**src/xsfb_pkg.sv**
```systemverilog
`default_nettype none
package xsfb_pkg;

    localparam int SCREEN_COLUMNS  = 64;
    localparam int SCREEN_ROWS     = 32;
    localparam int MAX_SPRITE_ROWS = 16;
    localparam int SPRITE_WIDTH    = 8;

    localparam int COL_W = $clog2(SCREEN_COLUMNS);
    localparam int ROW_W = $clog2(SCREEN_ROWS);

    // function codes on the input channel
    localparam logic [1:0] FUNC_DRAW  = 2'd0;
    localparam logic [1:0] FUNC_CLEAR = 2'd1;
    localparam logic [1:0] FUNC_READ  = 2'd2;

    // result kinds
    localparam logic [1:0] KIND_SPRITE = 2'd0;
    localparam logic [1:0] KIND_CLEAR  = 2'd1;
    localparam logic [1:0] KIND_READ   = 2'd2;

    typedef logic [SCREEN_COLUMNS-1:0] row_word_t;
    typedef logic [ROW_W-1:0]          row_addr_t;
    typedef logic [COL_W-1:0]          col_t;

    typedef enum logic {
        ST_IDLE,
        ST_EXEC
    } state_t;

    // requests from the sequencer to the row store
    typedef struct packed {
        logic      rd_en;
        row_addr_t rd_addr;
        logic      wr_en;
        row_addr_t wr_addr;
        row_word_t wr_data;
        logic      clr;
    } store_req_t;

    // place an 8-pixel sprite row across a 64-bit row word, wrapping at the edge
    function automatic row_word_t sprite_mask(col_t x, logic [SPRITE_WIDTH-1:0] bits);
        row_word_t m;
        col_t      c;
        m = '0;
        for (int j = 0; j < SPRITE_WIDTH; j++) begin
            c = x + col_t'(j);
            if (bits[SPRITE_WIDTH-1-j]) begin
                m[c] = 1'b1;
            end
        end
        return m;
    endfunction

endpackage
`default_nettype wire

```
**src/xsfb_store.sv**
```systemverilog
`default_nettype none
module xsfb_store (
    input  wire logic                 aclk,
    input  wire logic                 aresetn,
    input  wire xsfb_pkg::store_req_t req,
    output logic [xsfb_pkg::SCREEN_COLUMNS-1:0] rd_data
);

    xsfb_pkg::row_word_t             mem [xsfb_pkg::SCREEN_ROWS];
    logic [xsfb_pkg::SCREEN_ROWS-1:0] valid_reg;
    xsfb_pkg::row_word_t             rd_data_reg;

    // written rows only; an unwritten or cleared row reads as zero
    always_ff @(posedge aclk) begin
        if (req.wr_en) begin
            mem[req.wr_addr] <= req.wr_data;
        end
    end

    always_ff @(posedge aclk) begin
        if (!aresetn || req.clr) begin
            valid_reg <= '0;
        end else if (req.wr_en) begin
            valid_reg[req.wr_addr] <= 1'b1;
        end
    end

    always_ff @(posedge aclk) begin
        if (req.rd_en) begin
            rd_data_reg <= valid_reg[req.rd_addr] ? mem[req.rd_addr] : '0;
        end
    end

    assign rd_data = rd_data_reg;

endmodule
`default_nettype wire

```
**src/xor_sprite_framebuffer.sv**
```systemverilog
`default_nettype none
// An accepted item is registered and its row read is issued; the execute state
// then writes the row word back and loads any result into the output register.
// Execute waits while a result still waits in the m_ register; no new item is
// accepted until execute is done. Clear drops all 32 row valid bits at once.
// Reset (aresetn low, synchronous) empties the store, the collision flag
// and the output register.
module xor_sprite_framebuffer (
    input  wire logic        aclk,
    input  wire logic        aresetn,
    input  wire logic        s_valid,
    output logic             s_ready,
    input  wire logic [1:0]  s_func,
    input  wire logic [7:0]  s_x_pos,
    input  wire logic [7:0]  s_y_pos,
    input  wire logic [3:0]  s_row_index,
    input  wire logic [7:0]  s_row_bits,
    input  wire logic        s_last_row,
    output logic             m_valid,
    input  wire logic        m_ready,
    output logic             m_collision,
    output logic [63:0]      m_row_pixels,
    output logic [1:0]       m_kind
);

    xsfb_pkg::state_t     state_reg, state_next;
    xsfb_pkg::store_req_t req;
    xsfb_pkg::row_word_t  rd_data;

    // item held for the execute cycle
    logic [1:0]          func_reg;
    xsfb_pkg::col_t      x_reg;
    logic [7:0]          bits_reg;
    logic                last_reg;
    logic                in_range_reg;
    xsfb_pkg::row_addr_t addr_reg;

    logic coll_reg, coll_next;

    logic                m_valid_reg, m_valid_next;
    logic                m_collision_reg, m_collision_next;
    xsfb_pkg::row_word_t m_row_pixels_reg, m_row_pixels_next;
    logic [1:0]          m_kind_reg, m_kind_next;

    logic                accept;
    logic                need_out;
    logic                go;
    logic                hit;
    xsfb_pkg::row_word_t mask;
    xsfb_pkg::row_addr_t s_addr;

    xsfb_store u_store (
        .aclk    (aclk),
        .aresetn (aresetn),
        .req     (req),
        .rd_data (rd_data)
    );

    assign s_ready = (state_reg == xsfb_pkg::ST_IDLE);
    assign accept  = s_valid && s_ready;

    // draw row sits at (y + index) mod 32; read uses y mod 32
    always_comb begin
        if (s_func == xsfb_pkg::FUNC_DRAW) begin
            s_addr = s_y_pos[xsfb_pkg::ROW_W-1:0]
                   + xsfb_pkg::row_addr_t'(s_row_index);
        end else begin
            s_addr = s_y_pos[xsfb_pkg::ROW_W-1:0];
        end
    end

    always_ff @(posedge aclk) begin
        if (accept) begin
            func_reg     <= s_func;
            x_reg        <= s_x_pos[xsfb_pkg::COL_W-1:0];
            bits_reg     <= s_row_bits;
            last_reg     <= s_last_row;
            in_range_reg <= (int'(s_row_index) < xsfb_pkg::MAX_SPRITE_ROWS);
            addr_reg     <= s_addr;
        end
    end

    assign mask = xsfb_pkg::sprite_mask(x_reg, bits_reg);
    assign hit  = in_range_reg && ((rd_data & mask) != '0);

    always_comb begin
        unique case (func_reg)
            xsfb_pkg::FUNC_DRAW:  need_out = last_reg;
            xsfb_pkg::FUNC_CLEAR: need_out = 1'b1;
            xsfb_pkg::FUNC_READ:  need_out = 1'b1;
            default:              need_out = 1'b0;
        endcase
    end

    // hold the execute step while the previous result has not been taken
    assign go = !need_out || !m_valid_reg || m_ready;

    always_comb begin
        state_next        = state_reg;
        req.rd_en         = 1'b0;
        req.rd_addr       = s_addr;
        req.wr_en         = 1'b0;
        req.wr_addr       = addr_reg;
        req.wr_data       = rd_data ^ mask;
        req.clr           = 1'b0;
        coll_next         = coll_reg;
        m_valid_next      = m_valid_reg && !m_ready;
        m_collision_next  = m_collision_reg;
        m_row_pixels_next = m_row_pixels_reg;
        m_kind_next       = m_kind_reg;

        unique case (state_reg)
            xsfb_pkg::ST_IDLE: begin
                if (accept) begin
                    req.rd_en  = 1'b1;
                    state_next = xsfb_pkg::ST_EXEC;
                end
            end
            xsfb_pkg::ST_EXEC: begin
                if (go) begin
                    state_next = xsfb_pkg::ST_IDLE;
                    unique case (func_reg)
                        xsfb_pkg::FUNC_DRAW: begin
                            req.wr_en = in_range_reg;
                            if (last_reg) begin
                                coll_next         = 1'b0;
                                m_valid_next      = 1'b1;
                                m_collision_next  = coll_reg || hit;
                                m_row_pixels_next = '0;
                                m_kind_next       = xsfb_pkg::KIND_SPRITE;
                            end else begin
                                coll_next = coll_reg || hit;
                            end
                        end
                        xsfb_pkg::FUNC_CLEAR: begin
                            req.clr           = 1'b1;
                            coll_next         = 1'b0;
                            m_valid_next      = 1'b1;
                            m_collision_next  = 1'b0;
                            m_row_pixels_next = '0;
                            m_kind_next       = xsfb_pkg::KIND_CLEAR;
                        end
                        xsfb_pkg::FUNC_READ: begin
                            m_valid_next      = 1'b1;
                            m_collision_next  = 1'b0;
                            m_row_pixels_next = rd_data;
                            m_kind_next       = xsfb_pkg::KIND_READ;
                        end
                        default: begin
                            // unused code: dropped silently
                        end
                    endcase
                end
            end
            default: begin
                state_next = xsfb_pkg::ST_IDLE;
            end
        endcase
    end

    always_ff @(posedge aclk) begin
        if (!aresetn) begin
            state_reg   <= xsfb_pkg::ST_IDLE;
            coll_reg    <= 1'b0;
            m_valid_reg <= 1'b0;
        end else begin
            state_reg   <= state_next;
            coll_reg    <= coll_next;
            m_valid_reg <= m_valid_next;
        end
    end

    always_ff @(posedge aclk) begin
        m_collision_reg  <= m_collision_next;
        m_row_pixels_reg <= m_row_pixels_next;
        m_kind_reg       <= m_kind_next;
    end

    assign m_valid      = m_valid_reg;
    assign m_collision  = m_collision_reg;
    assign m_row_pixels = m_row_pixels_reg;
    assign m_kind       = m_kind_reg;

endmodule
`default_nettype wire

```
**config.mk**
```make
export PLATFORM = sky130hd
export DESIGN_NAME = xor_sprite_framebuffer
export DESIGN_NICKNAME = d
export VERILOG_FILES = /design/src/xsfb_pkg.sv /design/src/xsfb_store.sv /design/src/xor_sprite_framebuffer.sv
export SDC_FILE = /design/constraint.sdc
export NUM_CORES = 2
export LEC_CHECK = 0
export BUFFER_PORTS_ARGS = -buffer_cell sky130_fd_sc_hd__buf_2
export CORE_ASPECT_RATIO = 1.2
export CORE_UTILIZATION = 50
export CTS_CLUSTER_DIAMETER = 30
export DETAILED_ROUTE_END_ITERATION = 8
export GPL_TIMING_DRIVEN = 0
export PLACE_DENSITY_LB_ADDON = 0.3
export SYNTH_ARGS = -nofsm -noshare
export SYNTH_HDL_FRONTEND = slang
export SYNTH_SLANG_ARGS = --single-unit
export TNS_END_PERCENT = 1
```
**constraint.sdc**
```tcl
create_clock -name aclk -period 7.4 [get_ports aclk]
set_input_delay 0.74 -clock aclk [delete_from_list [all_inputs] [get_ports aclk]]
set_output_delay 0.74 -clock aclk [all_outputs]
set_load 0.02 [all_outputs]
```
# [Word-level counts from Yosys, hierarchy flattened]
# Memories as Yosys holds them, arrays and structs flattened. A register that Yosys moved wholly into a read port is not among the register bits.
# Cells that the tools add are included.
[totals] regBits=124 mem_bits_rw=2048 in_bits=35 out_inout_bits=69 word_cells=138 memories=1
[classes] n_addsub=8 n_lt_le_gt_ge=19 eq_ne=3 muxes=54 bitwise_logic=11 reduce_logical=30
[mem_list] memory="u_store.mem" words=32 word_bits=64 rd=1 rd_ports_with_merged_regs=1 write_ports=1 line="xsfb_store.sv:9" text="xsfb_pkg::row_word_t mem [xsfb_pkg::SCREEN_ROWS];"
[op_table] cell="2-to-1 mux 64 bit" count=9
[op_table] cell="bitwise OR 64 bit" count=7
[op_table] cell="case mux 64 bit (3 select lines)" count=1
[op_table] cell="AND 64 bit" count=1
[op_table] cell="nonzero test 64 bit" count=1
[op_table] cell="XOR 64 bit" count=1
[op_table] cell="< comparator 6 x 7 -> 1 bit (second input constant)" count=8
[op_table] cell="demux 1 bit (select 6 bit)" count=8
[op_table] cell="greater-or-equal comparator 6 x 1 -> 1 bit (second input constant)" count=8
[op_table] cell="bitwise OR 32 bit" count=1
[op_table] cell="2-to-1 mux 1 bit" count=26
[op_table] cell="adder 6 x 3 -> 6 bit (second input constant)" count=4
[op_table] cell="adder 6 x 2 -> 6 bit (second input constant)" count=2
[op_table] cell="< comparator 5 x 6 -> 1 bit (second input constant)" count=2
[op_table] cell="logical AND 1 bit" count=11
[op_table] cell="case mux 1 bit (2 select lines)" count=5
[op_table] cell="AND reduction 4 bit" count=2
[op_table] cell="adder 6 x 1 -> 6 bit (second input constant)" count=1
[op_table] cell="case mux 2 bit (3 select lines)" count=1
[op_table] cell="adder 5 x 4 -> 5 bit" count=1
[op_table] cell="binary-select mux 1 bit (select 5 bit)" count=1
[op_table] cell="demux 1 bit (select 5 bit)" count=1
[op_table] cell="greater-or-equal comparator 5 x 1 -> 1 bit (second input constant)" count=1
[op_table] cell="logical NOT 1 bit" count=5
[op_table] cell="other kinds (12)" count=17

# [Logic depth before layout (Yosys ltp)]
[logic_depth] depth_word=24 depth_mapped=19 mapped_depth_nobuf=16

# [Hierarchy]
# Synthesis repeated with hierarchy kept, for this count alone.
[unflattened] cells_unflattened=5096 area_unflattened_um2=92548.8
[modules_own_cells] module="xsfb_store" instances=1 cells_each=3910 area_each_um2=82669.3 seq_area_each_um2=64061.4
[modules_own_cells] module="xor_sprite_framebuffer" instances=1 cells_each=1186 area_each_um2=9879.5 seq_area_each_um2=2732.6

# [Least setup slack after synthesis]
# No wires, ideal clock.
[synth_timing] path_kind="register to register" start="reg func_reg[0]" end="reg m_collision_reg, in the netlist m_collision (enable)" setup_ns=0.575 t_arrival_ns=5.635 required_ns=6.825 slack_ns=1.190 path_stages_with_launch=7 path_buffers=1 synth_period_minus_slack_ns=6.210 path_cell_list="edfxtp_1 inv_1 ha_1 clkbuf_1 a21oi_1 nor3b_1 nor3_1"
[synth_via] elab_chain_len=7 word_cells_on_any_way=11 classes_between="eq/ne: 3; mux: 1; reduce/logical: 7"
[synth_rtl] element="from (decl)" line="xor_sprite_framebuffer.sv:31" text="logic [1:0] func_reg;"
[synth_rtl] element="from (signal assigned)" line="xor_sprite_framebuffer.sv:74" text="func_reg <= s_func;"
[synth_rtl] element="equality test 2 bit / equality test 2 x 1 -> 1 bit (equally long branches)" line="xor_sprite_framebuffer.sv:87, xor_sprite_framebuffer.sv:122"
[synth_rtl] element="OR reduction 2 bit (no source line)"
[synth_rtl] element="case mux 1 bit (2 select lines)" line="xor_sprite_framebuffer.sv:87" text="unique case (func_reg)"
[synth_rtl] element="logical NOT 1 bit" line="xor_sprite_framebuffer.sv:96" text="assign go = !need_out || !m_valid_reg || m_ready;"
[synth_rtl] element="logical OR 1 bit (2 in a row)" line="xor_sprite_framebuffer.sv:96"
[synth_rtl] element="AND reduction 4 bit (no source line) (*)"
[synth_rtl] element="to (signal assigned)" line="xor_sprite_framebuffer.sv:174" text="m_collision_reg <= m_collision_next;"
[synth_rtl] element="to (decl)" line="xor_sprite_framebuffer.sv:41" text="logic m_collision_reg, m_collision_next;"
# Mark *: on every way between the ends. The rest lies on a longest branch, timed or not.
# A chain may end at the register's enable or synchronous reset.

# [Worst setup path in the final report]
[layout_timing] start="reg x_reg[2]" end="reg m_collision_reg, in the netlist m_collision (data pin)"
[layout_via] elab_chain_len=24 word_cells_on_any_way=67 classes_between="add/sub: 7; order compare: 16; mux: 26; bitwise: 8; reduce/logical: 10"
[layout_rtl] element="from (decl)" line="xor_sprite_framebuffer.sv:32" text="xsfb_pkg::col_t x_reg;"
[layout_rtl] element="from (signal assigned)" line="xor_sprite_framebuffer.sv:75" text="x_reg <= s_x_pos[xsfb_pkg::COL_W-1:0];"
[layout_rtl] element="adder 6 x 1 -> 6 bit, or another cell as far along" line="xsfb_pkg.sv:47" text="c = x + col_t'(j);"
[layout_rtl] element="< comparator 6 x 7 -> 1 bit (not written as such), or another cell as far along" line="xsfb_pkg.sv:49" text="m[c] = 1'b1;"
[layout_rtl] element="logical AND 1 bit (not written as such) / 2-to-1 mux 1 bit (equally long branches)" line="xsfb_pkg.sv:49"
[layout_rtl] element="2-to-1 mux 1 bit (not written as such) / demux 1 bit (select 6 bit) (equally long branches)" line="xsfb_pkg.sv:49"
[layout_rtl] element="demux 1 bit (select 6 bit) / 2-to-1 mux 64 bit (equally long branches)" line="xsfb_pkg.sv:49, xsfb_pkg.sv:48"
[layout_rtl] element="bitwise OR 64 bit (no source line)"
[layout_rtl] element="2-to-1 mux 64 bit" line="xsfb_pkg.sv:48" text="if (bits[SPRITE_WIDTH-1-j]) begin"
[layout_rtl] element="bitwise OR 64 bit (no source line)"
[layout_rtl] element="[... 8 more ...]"
[layout_rtl] element="2-to-1 mux 64 bit" line="xsfb_pkg.sv:48"
[layout_rtl] element="bitwise OR 64 bit (no source line)"
[layout_rtl] element="2-to-1 mux 64 bit (*)" line="xsfb_pkg.sv:48"
[layout_rtl] element="AND 64 bit (*)" line="xor_sprite_framebuffer.sv:84" text="assign hit = in_range_reg && ((rd_data & mask) != '0);"
[layout_rtl] element="nonzero test 64 bit (*)" line="xor_sprite_framebuffer.sv:84"
[layout_rtl] element="logical OR 1 bit (*)" line="xor_sprite_framebuffer.sv:128" text="m_collision_next = coll_reg || hit;"
[layout_rtl] element="2-to-1 mux 1 bit (*)" line="xor_sprite_framebuffer.sv:125" text="if (last_reg) begin"
[layout_rtl] element="case mux 1 bit (2 select lines) (*)" line="xor_sprite_framebuffer.sv:122" text="unique case (func_reg)"
# Mark *: on every way between the ends. The rest lies on a longest branch, timed or not. The select of a mux whose other input is x is not followed.

==> impl_metrics.csv <==
group,metric,value,unit
status,outcome,"finished, violations left",
status,violations,"capacitance limit, slew limit",
yosys,ys_warn_count,0,
yosys,synth_enable_flop_cells,2201,
layout,drive_gt1_share,20.1,%
grt,gr-total-overflow,0,
sta,period_share,94.8,%
sta,min_period,7.02,ns
yosys,ys_types,76,
routing,ant_nets,0,
setup_path,cp_max_fo,10,
clocking,cts.path.max_buffers,4,
clocking,cts.sinks,2236,
yosys,async_flop_share,0,%
setup_path,cp.required,8.14,ns
placed_design,hpwlAfterDp,213000,µm
floorplanning,initial_core_util,50.5,%
layout,fillerInstances,13200,
placed_design,dpl_cell_area,0.0996,mm²
setup_path,end_kind,"register",
yosys,synth.area.mux_share,11.7,%
yosys,synthSimpleGateAreaFrac,7.07,%
routing,dr_total_vias,60200,
layout,largest_reg_flops,2048,
clocking,cts.clk_slew.worst_paths,0.05,ns
setup_path,cp_common_cell,"clkbuf_1",
placed_design,portBuffers,97,
grt,grt_pass1_vias,59600,
sta,relSlewSlack,-7.79,%
sta,clock.fmax,143,MHz
sta,setup-violations-final,0,
yosys,ys_ff_latch,2236,
grt,grt_pass1_wl,437000,µm
clocking,cts.htree.levels,5,
floorplanning,die_w,398,µm
routing,via_per_inst,6.51,
routing,drcViolationCount,0,
routing,drt-pass1-iter-count,9,
yosys,seq_area_frac_synth,71.1,%
pwr,leakage,0.0384,µW
setup_path,startpoint_type,"register",
grt,grt_start_max_net_pins,33,
yosys,avgSynthCellArea,16.0,µm²
setup_path,crit_chain,"clkbuf_1 -> clkbuf_1 -> inv_1 -> ha_1 -> a21oi_1 -> xnor2_1 -> and3_1 -> clkbuf_1 -> a22oi_1 -> o21ai_1 -> a211o_1 -> ha_1 -> nor2_2 -> nand4_1 -> nor4_1 -> nand4_1 -> buf_4 -> nor2b_1",
routing,drt_iter0_drc,9000,
placed_design,place.gp.congestion,0.996,
yosys,synth_nets,5971,
yosys,syn_inst,5857,
pwr,power_density,321,mW/mm²
setup_path,crit_arrival,7.75,ns
floorplanning,design.core.area,0.186,mm²
floorplanning,die-area,0.190,mm²
pwr,peakVddDrop,0.296,mV
setup_path,worstSetupPathType,"reg2reg",
layout,seqCellArea,0.0668,mm²
floorplanning,die_h,477,µm
yosys,synth-xor-area-share,0.261,%
yosys,synthAdderAreaFrac,1.06,%
job,maxCapViolations,2,
layout,final_area,0.113,mm²
yosys,synthFlopType,"edfxtp_1",
sta,tightestPinTransition,1.62,ns
sta,fin_skew,0.0953,ns
floorplanning,rows,173,
layout,final_nets,6574,
yosys,synth_area,0.0939,mm²
layout,multi_input_area,0.0255,mm²
sta,rsz0062_at_grt,"no",
setup_path,critical_path.top_delay_family,"simple AND/OR/NAND/NOR gates",
clocking,cts_root_buf,"clkbuf_16",
clocking,cts_tree,"done",
setup_path,max_stage_delay,0.71,ns
layout,syn_to_final_growth,20.4,%
yosys,synth-compound-area-share,6.78,%
routing,drt-total-wl,313000,µm
setup_path,crit_buf_inv,5,
grt,grt_use_total,32.8,%
grt,antenna_found_initial,29,
sta,fin_hold_ws,0.0548,ns
yosys,synth_top_family_by_area,"multiplexers",
worst_hold_path,hold_path_class,"in2reg",
floorplanning,ios,104,
sta,hold_viol_final,0,
sta,drv_slew,22,
routing,wire_per_inst,33.8,µm
setup_path,cpMaxStageDelayCell,"nor4_1",
clocking,clkLatencyLatePin,1.00,ns
clocking,cts_buffers,393,
## synthesized netlist by cell type, types with 5 or more instances
master,number,area [µm²]
o22ai_1,78,488
a222oi_1,5,50.1
buf_4,54,405
edfxtp_1,2201,66100
mux2i_1,520,5200
mux4_2,257,5790
nand2_1,424,1590
nor2_1,163,612
a221oi_1,67,587
nand4_1,9,56.3
o21ai_1,6,30.0
a21oi_1,33,165
a211oi_2,60,751
a211oi_1,20,150
inv_1,11,41.3
dfxtp_1,35,701
nor4_1,16,100
nor2b_1,26,163
ha_1,78,976
o21ai_0,331,1660
o221ai_1,14,123
a22oi_1,84,631
nand2b_1,11,68.8
xnor2_1,17,149
nor3_1,13,65.1
clkbuf_1,213,800
nand4b_1,6,52.6
nand3_1,632,3160
buf_6,6,67.6
or3_1,7,43.8
a31oi_1,8,50.1
o21a_1,36,270
buf_1,34,128
and2_1,77,482
a211o_1,9,78.8
xor2_1,11,96.3
buf_2,78,390
and3_1,11,68.8
o211ai_1,133,998
## power breakdown
part           total [µW]  switching (µW)  internal [µW]  leakage [µW]
clock network       18000            6330          11700       0.00638
registers           14700            90.0          14600        0.0203
logic                3550            2600            958        0.0117
total               36300            9010          27300        0.0384
## stage by stage
stage	total power, µW	setup slack, ns	util (%)	TNS [ns]	instances
after CTS	36300	0.445	60.8	0	9227
after global routing	37100	0.302	60.8	0	9230
after detailed placement	18400	-0.105	53.5	-0.146	8497
after global placement	18300	-2.82	52.4	-3450.81	8404
final	36300	0.384	60.8	0	9245
after floorplan	16900	1.19	-	0	5857
## final timing paths
kind | from | end | slack, ns | cells after the start
worst max register to register | x_reg[2] | m_collision | 0.38 | 18
worst max-delay path | x_reg[2] | m_collision | 0.38 | 18
worst min register to register | u_store.valid_reg[10] | u_store.valid_reg[10] | 0.46 | 1
worst min-delay path | s_func[1] | func_reg[1] | 0.05 | 1
## kinds of logic (layout without fill, tap and decap cells)
| family | count (synthesis) | in the layout |
|---|---|---|
| simple gates | 1416 | 1416 |
| other cells | 0 | 18 |
| fa+ha+maj | 79 | 79 |
| xor+xnor | 28 | 28 |
| compound gates | 918 | 918 |
| flops | 2236 | 2236 |
| mux | 779 | 779 |
| buf+inv | 401 | 1321 |
## timing repair
action,in CTS,in global routing
pin swaps,1,0
hold buffers,17,0
hold endpoints to repair,19,0
setup buffers,1,0
gates resized for setup,0,1
endpoints found under the setup margin,2,2
## placed cells by master, fill, tap and decap left out, types with 39 or more instances in the layout
master and instances:
mux4_2 257, buf_4 57, a22oi_1 84, nand3_1 632
o21ai_0 331, a221oi_1 67, buf_12 76, inv_6 43
clkbuf_1 232, mux2i_1 520, clkinv_1 39, clkbuf_16 399
bufinv_16 51, a211oi_2 60, and2_1 77, edfxtp_1 2201
nor2_1 130, ha_1 78, clkinv_2 53, buf_2 176
o211ai_1 133, clkinvlp_4 49, nand2_1 424, o22ai_1 78
## per-layer routing
metal  vias up  GRT usage [%]  wire (µm)
li1      24800              -          -
met1     30300           41.4     113000
met2      4201           50.9     145000
met3       896           7.66      32300
met4         8           21.3      23000
met5         -              0        159
## final cells by class
class                   count  area share [%]
repair buffers            208            2.19
multi-input cells        3220            22.6
flip-flops and latches   2236            59.1
clock inverters           283            2.81
clock buffers             429            8.94
diodes                     18          0.0398
inverters                  14          0.0465
well taps                2450            2.71
plain buffers             387            1.61
Power figures use the tool's default switching activity.
